==> src/greedy_two_way_partition_unit_macros.svh <==
// Assertion macros shared by the partition unit.
`ifndef GREEDY_TWO_WAY_PARTITION_UNIT_MACROS_SVH
`define GREEDY_TWO_WAY_PARTITION_UNIT_MACROS_SVH

`ifndef ASSERT_OFF

// The condition holds at every clock edge out of reset.
`define GTWP_ASSERT_ALWAYS(label, clk, rst_n, cond) \
	label: assert property (@(posedge clk) disable iff (!rst_n) (cond)) \
		else $error("gtwp assertion failed");

// The consequent holds in the same cycle as the antecedent.
`define GTWP_ASSERT_IMPLIES(label, clk, rst_n, ante, cons) \
	label: assert property (@(posedge clk) disable iff (!rst_n) (ante) |-> (cons)) \
		else $error("gtwp assertion failed");

// The consequent holds in the cycle after the antecedent.
`define GTWP_ASSERT_NEXT(label, clk, rst_n, ante, cons) \
	label: assert property (@(posedge clk) disable iff (!rst_n) (ante) |=> (cons)) \
		else $error("gtwp assertion failed");

`else

`define GTWP_ASSERT_ALWAYS(label, clk, rst_n, cond)
`define GTWP_ASSERT_IMPLIES(label, clk, rst_n, ante, cons)
`define GTWP_ASSERT_NEXT(label, clk, rst_n, ante, cons)

`endif

`endif

==> src/gtwp_pkg.sv <==
package gtwp_pkg;

	// Field widths fixed by the item formats.
	localparam int VAL_W = 16;
	localparam int SUM_W = 22;

	// Default capacity of the sorting chain.
	localparam int MAX_ITEMS_DEF = 64;

	// Commands broadcast to every cell of the chain.
	typedef struct packed {
		logic insert;
		logic shift;
	} cell_ctrl_t;

	// Commands from the sequencer to the accumulator.
	typedef struct packed {
		logic pop;
		logic last;
		logic drop;
	} acc_ctrl_t;

endpackage

==> src/gtwp_if.sv <==
// Input channel: one value word per handshake.
interface gtwp_in_if;
	logic                        valid;
	logic                        ready;
	logic [gtwp_pkg::VAL_W-1:0]  item_value;
	logic                        last_item;

	modport source (output valid, output item_value, output last_item, input ready);
	modport sink (input valid, input item_value, input last_item, output ready);
endinterface

// Output channel: one partition result word per handshake.
interface gtwp_out_if;
	logic                        valid;
	logic                        ready;
	logic [gtwp_pkg::VAL_W-1:0]  sorted_value;
	logic                        owner;
	logic [gtwp_pkg::SUM_W-1:0]  first_sum;
	logic [gtwp_pkg::SUM_W-1:0]  second_sum;
	logic [gtwp_pkg::SUM_W-1:0]  sum_gap;
	logic                        overflowed;
	logic                        final_result;

	modport source (output valid, output sorted_value, output owner, output first_sum,
		output second_sum, output sum_gap, output overflowed, output final_result,
		input ready);
	modport sink (input valid, input sorted_value, input owner, input first_sum,
		input second_sum, input sum_gap, input overflowed, input final_result,
		output ready);
endinterface

==> src/greedy_two_way_partition_unit.sv <==
// Greedy two-way partition unit. Values arrive one word per cycle and are sorted on the fly
// into a chain of MAX_ITEMS cells, largest at the head; words beyond capacity are dropped and
// the set is marked as overflowed. The word flagged last closes the set (it is stored too if
// there is room). The input then stalls while the chain shifts its contents out through the
// head, one value per cycle whenever the output register is free or being read; each value
// goes to the first group only if that group's total is strictly below the second's, and
// each produces one result word with both totals and their gap. The output is
// registered, and the next set may start loading as soon as the final result is registered.
`include "greedy_two_way_partition_unit_macros.svh"

module greedy_two_way_partition_unit #(
	parameter int MAX_ITEMS = gtwp_pkg::MAX_ITEMS_DEF
) (
	input  logic       clk,
	input  logic       arst_n,
	gtwp_in_if.sink    in_ch,
	gtwp_out_if.source out_ch
);

	localparam int CNT_W = $clog2(MAX_ITEMS + 1);

	typedef enum logic [1:0] {
		ST_LOAD  = 2'b01,
		ST_DRAIN = 2'b10
	} state_t;

	state_t               state_q;
	logic [CNT_W-1:0]     count_q;
	logic                 drop_q;
	logic                 accept;
	logic                 full;
	logic                 can_take;
	logic                 pop;
	logic                 pop_last;
	gtwp_pkg::cell_ctrl_t cell_ctrl;
	gtwp_pkg::acc_ctrl_t  acc_ctrl;

	logic                       cell_keep  [MAX_ITEMS];
	logic                       cell_valid [MAX_ITEMS];
	logic [gtwp_pkg::VAL_W-1:0] cell_value [MAX_ITEMS];

	// Handshake and sequencing strobes.
	assign in_ch.ready = (state_q == ST_LOAD);
	assign accept      = in_ch.valid && in_ch.ready;
	assign full        = (count_q == CNT_W'(MAX_ITEMS));
	assign pop         = (state_q == ST_DRAIN) && can_take;
	assign pop_last    = pop && (count_q == CNT_W'(1));

	assign cell_ctrl.insert = accept && !full;
	assign cell_ctrl.shift  = pop;
	assign acc_ctrl.pop     = pop;
	assign acc_ctrl.last    = pop_last;
	assign acc_ctrl.drop    = drop_q;

	// Sequencer: the count tracks stored values while loading and remaining ones while draining.
	always_ff @(posedge clk or negedge arst_n) begin
		if (!arst_n) begin
			state_q <= ST_LOAD;
			count_q <= '0;
			drop_q  <= 1'b0;
		end else begin
			case (state_q)
				ST_LOAD: begin
					if (accept) begin
						if (full) begin
							drop_q <= 1'b1;
						end else begin
							count_q <= count_q + CNT_W'(1);
						end
						if (in_ch.last_item) begin
							state_q <= ST_DRAIN;
						end
					end
				end
				ST_DRAIN: begin
					if (pop) begin
						count_q <= count_q - CNT_W'(1);
						if (pop_last) begin
							drop_q  <= 1'b0;
							state_q <= ST_LOAD;
						end
					end
				end
				default: begin
					state_q <= ST_LOAD;
				end
			endcase
		end
	end

	// Insertion chain; the head sees an always-larger neighbor, the tail an empty one.
	for (genvar i = 0; i < MAX_ITEMS; i++) begin : g_cell
		logic                       prev_keep;
		logic                       prev_valid;
		logic [gtwp_pkg::VAL_W-1:0] prev_value;
		logic                       next_valid;
		logic [gtwp_pkg::VAL_W-1:0] next_value;

		if (i == 0) begin : g_head
			assign prev_keep  = 1'b1;
			assign prev_valid = 1'b1;
			assign prev_value = '0;
		end else begin : g_body
			assign prev_keep  = cell_keep[i-1];
			assign prev_valid = cell_valid[i-1];
			assign prev_value = cell_value[i-1];
		end

		if (i == MAX_ITEMS - 1) begin : g_tail
			assign next_valid = 1'b0;
			assign next_value = '0;
		end else begin : g_inner
			assign next_valid = cell_valid[i+1];
			assign next_value = cell_value[i+1];
		end

		gtwp_cell u_cell (
			.clk        (clk),
			.arst_n     (arst_n),
			.ctrl       (cell_ctrl),
			.ins_value  (in_ch.item_value),
			.prev_keep  (prev_keep),
			.prev_valid (prev_valid),
			.prev_value (prev_value),
			.next_valid (next_valid),
			.next_value (next_value),
			.keep       (cell_keep[i]),
			.valid      (cell_valid[i]),
			.value      (cell_value[i])
		);
	end

	// Totals and output register.
	gtwp_accum u_accum (
		.clk        (clk),
		.arst_n     (arst_n),
		.ctrl       (acc_ctrl),
		.head_value (cell_value[0]),
		.can_take   (can_take),
		.out_ch     (out_ch)
	);

	// The stored count never exceeds the chain length.
	`GTWP_ASSERT_ALWAYS(a_count_bound, clk, arst_n, count_q <= CNT_W'(MAX_ITEMS))
	// While draining, the head cell always holds a value.
	`GTWP_ASSERT_IMPLIES(a_head_valid, clk, arst_n, state_q == ST_DRAIN, cell_valid[0])
	// An empty chain shows an empty head.
	`GTWP_ASSERT_IMPLIES(a_empty_head, clk, arst_n, count_q == '0, !cell_valid[0])
	// The final pop returns the block to loading with a cleared count.
	`GTWP_ASSERT_NEXT(a_last_pop, clk, arst_n, pop_last,
		(state_q == ST_LOAD) && (count_q == '0) && !drop_q)

endmodule

==> src/gtwp_cell.sv <==
// One slot of the descending insertion chain.
module gtwp_cell (
	input  logic                       clk,
	input  logic                       arst_n,
	input  gtwp_pkg::cell_ctrl_t       ctrl,
	input  logic [gtwp_pkg::VAL_W-1:0] ins_value,
	input  logic                       prev_keep,
	input  logic                       prev_valid,
	input  logic [gtwp_pkg::VAL_W-1:0] prev_value,
	input  logic                       next_valid,
	input  logic [gtwp_pkg::VAL_W-1:0] next_value,
	output logic                       keep,
	output logic                       valid,
	output logic [gtwp_pkg::VAL_W-1:0] value
);

	logic                       valid_q;
	logic [gtwp_pkg::VAL_W-1:0] value_q;

	// The cell keeps its value when it already holds one at least as large as the new word.
	assign keep  = valid_q && (value_q >= ins_value);
	assign valid = valid_q;
	assign value = value_q;

	// Occupancy moves with the data.
	always_ff @(posedge clk or negedge arst_n) begin
		if (!arst_n) begin
			valid_q <= 1'b0;
		end else if (ctrl.shift) begin
			valid_q <= next_valid;
		end else if (ctrl.insert && !keep) begin
			valid_q <= prev_keep ? 1'b1 : prev_valid;
		end
	end

	// On insert the new word lands right after the last value at least as large; the rest move down.
	// On shift every value moves one place toward the head.
	always_ff @(posedge clk) begin
		if (ctrl.shift) begin
			value_q <= next_value;
		end else if (ctrl.insert && !keep) begin
			value_q <= prev_keep ? ins_value : prev_value;
		end
	end

endmodule

==> src/gtwp_accum.sv <==
// Greedy assignment of the head value and the registered result word.
module gtwp_accum (
	input  logic                       clk,
	input  logic                       arst_n,
	input  gtwp_pkg::acc_ctrl_t        ctrl,
	input  logic [gtwp_pkg::VAL_W-1:0] head_value,
	output logic                       can_take,
	gtwp_out_if.source                 out_ch
);

	logic [gtwp_pkg::SUM_W-1:0] first_q;
	logic [gtwp_pkg::SUM_W-1:0] second_q;
	logic [gtwp_pkg::SUM_W-1:0] ext_value;
	logic [gtwp_pkg::SUM_W-1:0] first_nx;
	logic [gtwp_pkg::SUM_W-1:0] second_nx;
	logic [gtwp_pkg::SUM_W-1:0] gap_nx;
	logic                       to_first;
	logic                       valid_q;

	// The output register frees up when its word is taken.
	assign can_take = !valid_q || out_ch.ready;

	// The first group wins only when strictly behind; ties go to the second group.
	always_comb begin
		ext_value = gtwp_pkg::SUM_W'(head_value);
		to_first  = first_q < second_q;
		first_nx  = to_first ? first_q + ext_value : first_q;
		second_nx = to_first ? second_q : second_q + ext_value;
		gap_nx    = (first_nx >= second_nx) ? first_nx - second_nx : second_nx - first_nx;
	end

	// Running totals restart after the last value of a set.
	always_ff @(posedge clk or negedge arst_n) begin
		if (!arst_n) begin
			first_q  <= '0;
			second_q <= '0;
		end else if (ctrl.pop) begin
			first_q  <= ctrl.last ? '0 : first_nx;
			second_q <= ctrl.last ? '0 : second_nx;
		end
	end

	// Result valid flag.
	always_ff @(posedge clk or negedge arst_n) begin
		if (!arst_n) begin
			valid_q <= 1'b0;
		end else if (ctrl.pop) begin
			valid_q <= 1'b1;
		end else if (out_ch.ready) begin
			valid_q <= 1'b0;
		end
	end

	// Result payload.
	always_ff @(posedge clk) begin
		if (ctrl.pop) begin
			out_ch.sorted_value <= head_value;
			out_ch.owner        <= !to_first;
			out_ch.first_sum    <= first_nx;
			out_ch.second_sum   <= second_nx;
			out_ch.sum_gap      <= gap_nx;
			out_ch.overflowed   <= ctrl.drop;
			out_ch.final_result <= ctrl.last;
		end
	end

	assign out_ch.valid = valid_q;

endmodule

==> src/flat_wrapper.sv <==
// flat-port wrapper written by rule: the top's interface ports become plain ports
module greedy_two_way_partition_unit_flat 
#(
	parameter int MAX_ITEMS = gtwp_pkg::MAX_ITEMS_DEF
)
  (clk, arst_n, in_ch_valid, in_ch_item_value, in_ch_last_item, in_ch_ready, out_ch_valid, out_ch_sorted_value, out_ch_owner, out_ch_first_sum, out_ch_second_sum, out_ch_sum_gap, out_ch_overflowed, out_ch_final_result, out_ch_ready);
  gtwp_in_if in_ch_i ();
  gtwp_out_if out_ch_i ();
  input  logic clk;
  input  logic arst_n;
  input wire logic [$bits(in_ch_i.valid)-1:0] in_ch_valid;
  input wire logic [$bits(in_ch_i.item_value)-1:0] in_ch_item_value;
  input wire logic [$bits(in_ch_i.last_item)-1:0] in_ch_last_item;
  output wire logic [$bits(in_ch_i.ready)-1:0] in_ch_ready;
  output wire logic [$bits(out_ch_i.valid)-1:0] out_ch_valid;
  output wire logic [$bits(out_ch_i.sorted_value)-1:0] out_ch_sorted_value;
  output wire logic [$bits(out_ch_i.owner)-1:0] out_ch_owner;
  output wire logic [$bits(out_ch_i.first_sum)-1:0] out_ch_first_sum;
  output wire logic [$bits(out_ch_i.second_sum)-1:0] out_ch_second_sum;
  output wire logic [$bits(out_ch_i.sum_gap)-1:0] out_ch_sum_gap;
  output wire logic [$bits(out_ch_i.overflowed)-1:0] out_ch_overflowed;
  output wire logic [$bits(out_ch_i.final_result)-1:0] out_ch_final_result;
  input wire logic [$bits(out_ch_i.ready)-1:0] out_ch_ready;
  assign in_ch_i.valid = in_ch_valid;
  assign in_ch_i.item_value = in_ch_item_value;
  assign in_ch_i.last_item = in_ch_last_item;
  assign in_ch_ready = in_ch_i.ready;
  assign out_ch_valid = out_ch_i.valid;
  assign out_ch_sorted_value = out_ch_i.sorted_value;
  assign out_ch_owner = out_ch_i.owner;
  assign out_ch_first_sum = out_ch_i.first_sum;
  assign out_ch_second_sum = out_ch_i.second_sum;
  assign out_ch_sum_gap = out_ch_i.sum_gap;
  assign out_ch_overflowed = out_ch_i.overflowed;
  assign out_ch_final_result = out_ch_i.final_result;
  assign out_ch_i.ready = out_ch_ready;
  greedy_two_way_partition_unit #(.MAX_ITEMS(MAX_ITEMS)) u_core (.clk(clk), .arst_n(arst_n), .in_ch(in_ch_i), .out_ch(out_ch_i));
endmodule
==> config.mk <==
export PLATFORM = sky130hd
export DESIGN_NAME = greedy_two_way_partition_unit_flat
export DESIGN_NICKNAME = d
export VERILOG_FILES = /design/src/gtwp_pkg.sv /design/src/gtwp_if.sv /design/src/greedy_two_way_partition_unit.sv /design/src/gtwp_cell.sv /design/src/gtwp_accum.sv /design/src/flat_wrapper.sv
export VERILOG_INCLUDE_DIRS = /design/src /design/src/src
export SDC_FILE = /design/constraint.sdc
export NUM_CORES = 2
export LEC_CHECK = 0
export ABC_AREA = 1
export BUFFER_PORTS_ARGS = -buffer_cell sky130_fd_sc_hd__buf_2
export CAP_MARGIN = 5
export CORE_ASPECT_RATIO = 1.5
export CORE_UTILIZATION = 45
export DETAILED_ROUTE_END_ITERATION = 8
export PLACE_DENSITY = 0.67
export SYNTH_ARGS = -nofsm -noshare
export SYNTH_HDL_FRONTEND = slang
export SYNTH_SLANG_ARGS = --single-unit
==> constraint.sdc <==
create_clock -name clk -period 13.2 [get_ports clk]
set_input_delay 1.98 -clock clk [delete_from_list [all_inputs] [get_ports clk]]
set_output_delay 1.98 -clock clk [all_outputs]
set_load 0.02 [all_outputs]
==> results.yml <==
status:
  status: "finished clean"
placed_design:
  gp_congestion: 0.977
  portBuffers: 107
  pre_cts_ws_ns: 5.44
  dp_hpwl_mm: 212
synth:
  synth_edf_count: 1093
  postSynthCellCount: 11400
  ys_async_sr_fraction_pct: 9.69
  synth_seq_cells: 1228
  synth_top_flop_cell: "edfxtp_1"
  yosysUniqueCellTypes: 53
  avgSynthCellArea_um2: 7.97
  synth-seq-area-share_pct: 39.9
  yosysWarnings: 0
  syn_area_um2: 90500
  synthesis.nets: 12500
clocking:
  cts.repair.resized: 0
  cts_setup_buffers: 0
  clock-sinks: 1228
  cts_tree: "yes"
  clk_latency_ns: 0.83
  htreeDepth: 4
  cts_buffer_depth: 4
  cts_hold_buf: 0
  numCtsBuffers: 143
  clockRootBuffer: "clkbuf_16"
  clk_pin_slew_ns: 0.06
critical_path:
  path_buf_inv: 5
  worst_path_most_repeated_cell: "nand2_1"
  critical_path.max_stage_delay_ns: 0.84
  timing.rr.end: "u_core.u_accum.out_ch.sum_gap[4]"
  worst-path-max-fanout: 37
  worstSetupPathType: "input port to flip-flop"
  arrival_ns: 7.40
  cp-end-kind: "flip-flop"
  ff2ff_setup_slack_ns: 6.23
  r2r_start: "u_core.g_cell[0].u_cell.value[0]"
  worstPathRequired_ns: 13.56
  slowest_stage: "o21ai_1"
  critPathLaunchType: "input port"
  cp_top_family: "buffers and inverters"
  crit_chain: "buf_2, buf_4, inv_4, buf_4, buf_4, ha_1, o21ai_0, a21boi_0, o21ai_0, nand2_1, nand2_1, nand2_1, nand2_1, nand2_1, nand2_1, nand2_1, a21oi_1, o21ai_1, nand2_1, nand2_1, nand2_1"
  reg2regPathDepth: 29
detailed_routing:
  drtAntennaViolNets: 0
  num_vias: 82000
  viasPerCell: 5.92
  drt_pass1_iterations: 8
  drc_errors: 0
  wl_mm: 305
  wire_per_inst_um: 22.0
  drt_iter0_markers: 7009
grt:
  first_global_vias: 81200
  grt_max_degree: 197
  overflow: 0
  grt_antenna_before_repair: 5
  grt_first_pass_wirelength_mm: 464
  track_usage_pct: 29.2
timing:
  finalClockSkew_ns: 0.0556
  min_period_ns: 7.04
  maxSlewViolCount: 0
  hold_viol_final: 0
  setup_tns_ns: 0
  setup_ws_ns: 6.16
  slew_headroom_pct: 9.63
  final-setup-viol-count: 0
  tightest_slew_ns: 1.35
  rsz0062_at_grt: "no"
  fin_crit_sh_pct: 53.4
  fmax_mhz: 142
finish:
  mostFrequentLayoutCells: "nand2_1 (2537), inv_1 (1519), o21ai_0 (1363)"
  syn_to_final_growth_pct: 7.58
  layout-drive-gt1-share_pct: 4.38
  final_util_pct: 48.7
  final_common_cell: "nand2_1"
  nets: 12200
worst_hold_path:
  holdPathStages: 0
  hold_end: "u_core.u_accum.out_ch.overflowed"
  min_from: "u_core.drop_q"
  hold_path_class: "flip-flop to flip-flop"
floorplan:
  die_h_um: 551
  io_pins: 108
  die_area_um2: 203000
  row_count: 201
  die_w_um: 368
  initial_core_util_pct: 45.3
  coreArea_um2: 200000
run:
  drv_cap: 0
==> logic make-up (layout without fill, tap and decap cells) <==
kind of cell,after synthesis,count (layout),share of synthesized area (%)
simple gates,4015,4015,18.8
compound gates,2783,2783,16.2
buf+inv,2145,1997,8.97
flops,1228,1228,39.9
fa+ha+maj,1122,1122,15.5
xor+xnor,59,59,0.571
mux,1,1,0.0124
other cells,0,4,0
==> cell type report <==
type	count	area, um2
fill	19200	103000
multi-input combinational	7980	46300
sequential	1228	36100
inverter	1539	5820
clock buffer	183	3870
tap	2639	3300
timing repair buffer	209	1390
clock inverter	66	589
antenna	4	10.0
==> routing by layer <==
| metal | global-route usage, % | share of wire (%) |
|---|---|---|
| met3 | 3.81 | 6.4 |
| met1 | 31.9 | 36 |
| met2 | 52.3 | 50 |
| met5 | 0 | 0 |
| met4 | 20.1 | 7.4 |
==> state kept, by name, indices dropped and copies added (netlist names) <==
name	count
u_core.u_accum.out_ch.sum_gap	22
u_core.u_accum.out_ch.valid	1
u_core.u_accum.out_ch.owner	1
u_core.g_cell.u_cell.value	1024
u_core.g_cell.u_cell.valid	64
u_core.u_accum.out_ch.overflowed	1
u_core.u_accum.out_ch.final_result	1
u_core.count_q	7
u_core.u_accum.out_ch.first_sum	22
u_core.u_accum.first_q	22
u_core.u_accum.out_ch.sorted_value	16
u_core.u_accum.out_ch.second_sum	22
u_core.drop_q	1
u_core.state_q	2
u_core.u_accum.second_q	22
==> worst reg2reg max path: cells and delay by family (launching register included) <==
kind                       cells  cell delay (ns)
AOI/OAI and AO/OA              4             0.86
xor gates and xnor gates       1             0.31
adders and majority gates      3             1.19
buffers and inverters          2             0.14
DFF                            1             0.55
and+or+nand+nor               19             3.74
==> synthesized netlist by cell type (4+ instances only) <==
cell | n | area (um2)
a211oi_1 | 53 | 398
nand3_2 | 4 | 40.0
a21oi_1 | 1057 | 5290
nand2_2 | 28 | 175
clkbuf_1 | 568 | 2130
a21boi_0 | 29 | 218
o21ai_1 | 33 | 165
o221ai_1 | 13 | 114
or2_2 | 5 | 31.3
buf_6 | 5 | 56.3
nor2_4 | 8 | 90.1
nand2_1 | 2537 | 9520
nand3_1 | 1017 | 5090
nor2_1 | 214 | 803
edfxtp_1 | 1093 | 32800
fa_1 | 4 | 80.1
dfrtp_1 | 118 | 2950
inv_1 | 1534 | 5760
xnor2_1 | 16 | 140
o22ai_1 | 96 | 601
nand2_4 | 13 | 146
buf_1 | 29 | 109
nand3b_1 | 5 | 37.5
o21bai_1 | 6 | 45.0
nand4_1 | 85 | 532
o21a_1 | 30 | 225
ha_1 | 1118 | 14000
xor2_1 | 43 | 377
o21ai_0 | 1367 | 6840
o211ai_1 | 35 | 263
nor3_1 | 92 | 460
o31ai_1 | 48 | 360
dfxtp_1 | 16 | 320
==> per-stage QoR <==
| step | instances | cell area [um2] | hold slack (ns) |
|---|---|---|---|
| 2_1_floorplan | 11400 | 90500 | 0.419 |
| 5_1_grt | 13800 | 97400 | 0.467 |
| 3_5_place_dp | 13600 | 92900 | 0.434 |
| 4_1_cts | 13800 | 97400 | 0.451 |
| 3_3_place_gp | 13600 | 92900 | 0.425 |
| 6_report | 13800 | 97400 | 0.460 |
==> worst max-delay path by stage <==
stage	slack, ns	to	depth (start not counted)	startpoint
2_1_floorplan	6.10	u_core.g_cell[26].u_cell.value[0]	15	in_ch_item_value[3]
3_3_place_gp	5.54	u_core.g_cell[11].u_cell.value[12]	21	in_ch_item_value[1]
3_5_place_dp	5.44	u_core.g_cell[14].u_cell.value[8]	21	in_ch_item_value[1]
4_1_cts	6.26	u_core.g_cell[14].u_cell.value[11]	21	in_ch_item_value[1]
5_1_grt	5.68	u_core.g_cell[14].u_cell.value[11]	21	in_ch_item_value[1]
6_report	6.16	u_core.g_cell[14].u_cell.value[11]	21	in_ch_item_value[1]
Power is left out: the tool's default activity adds up to more than one toggle a clock period on the data nets, which glitch-free logic cannot reach.
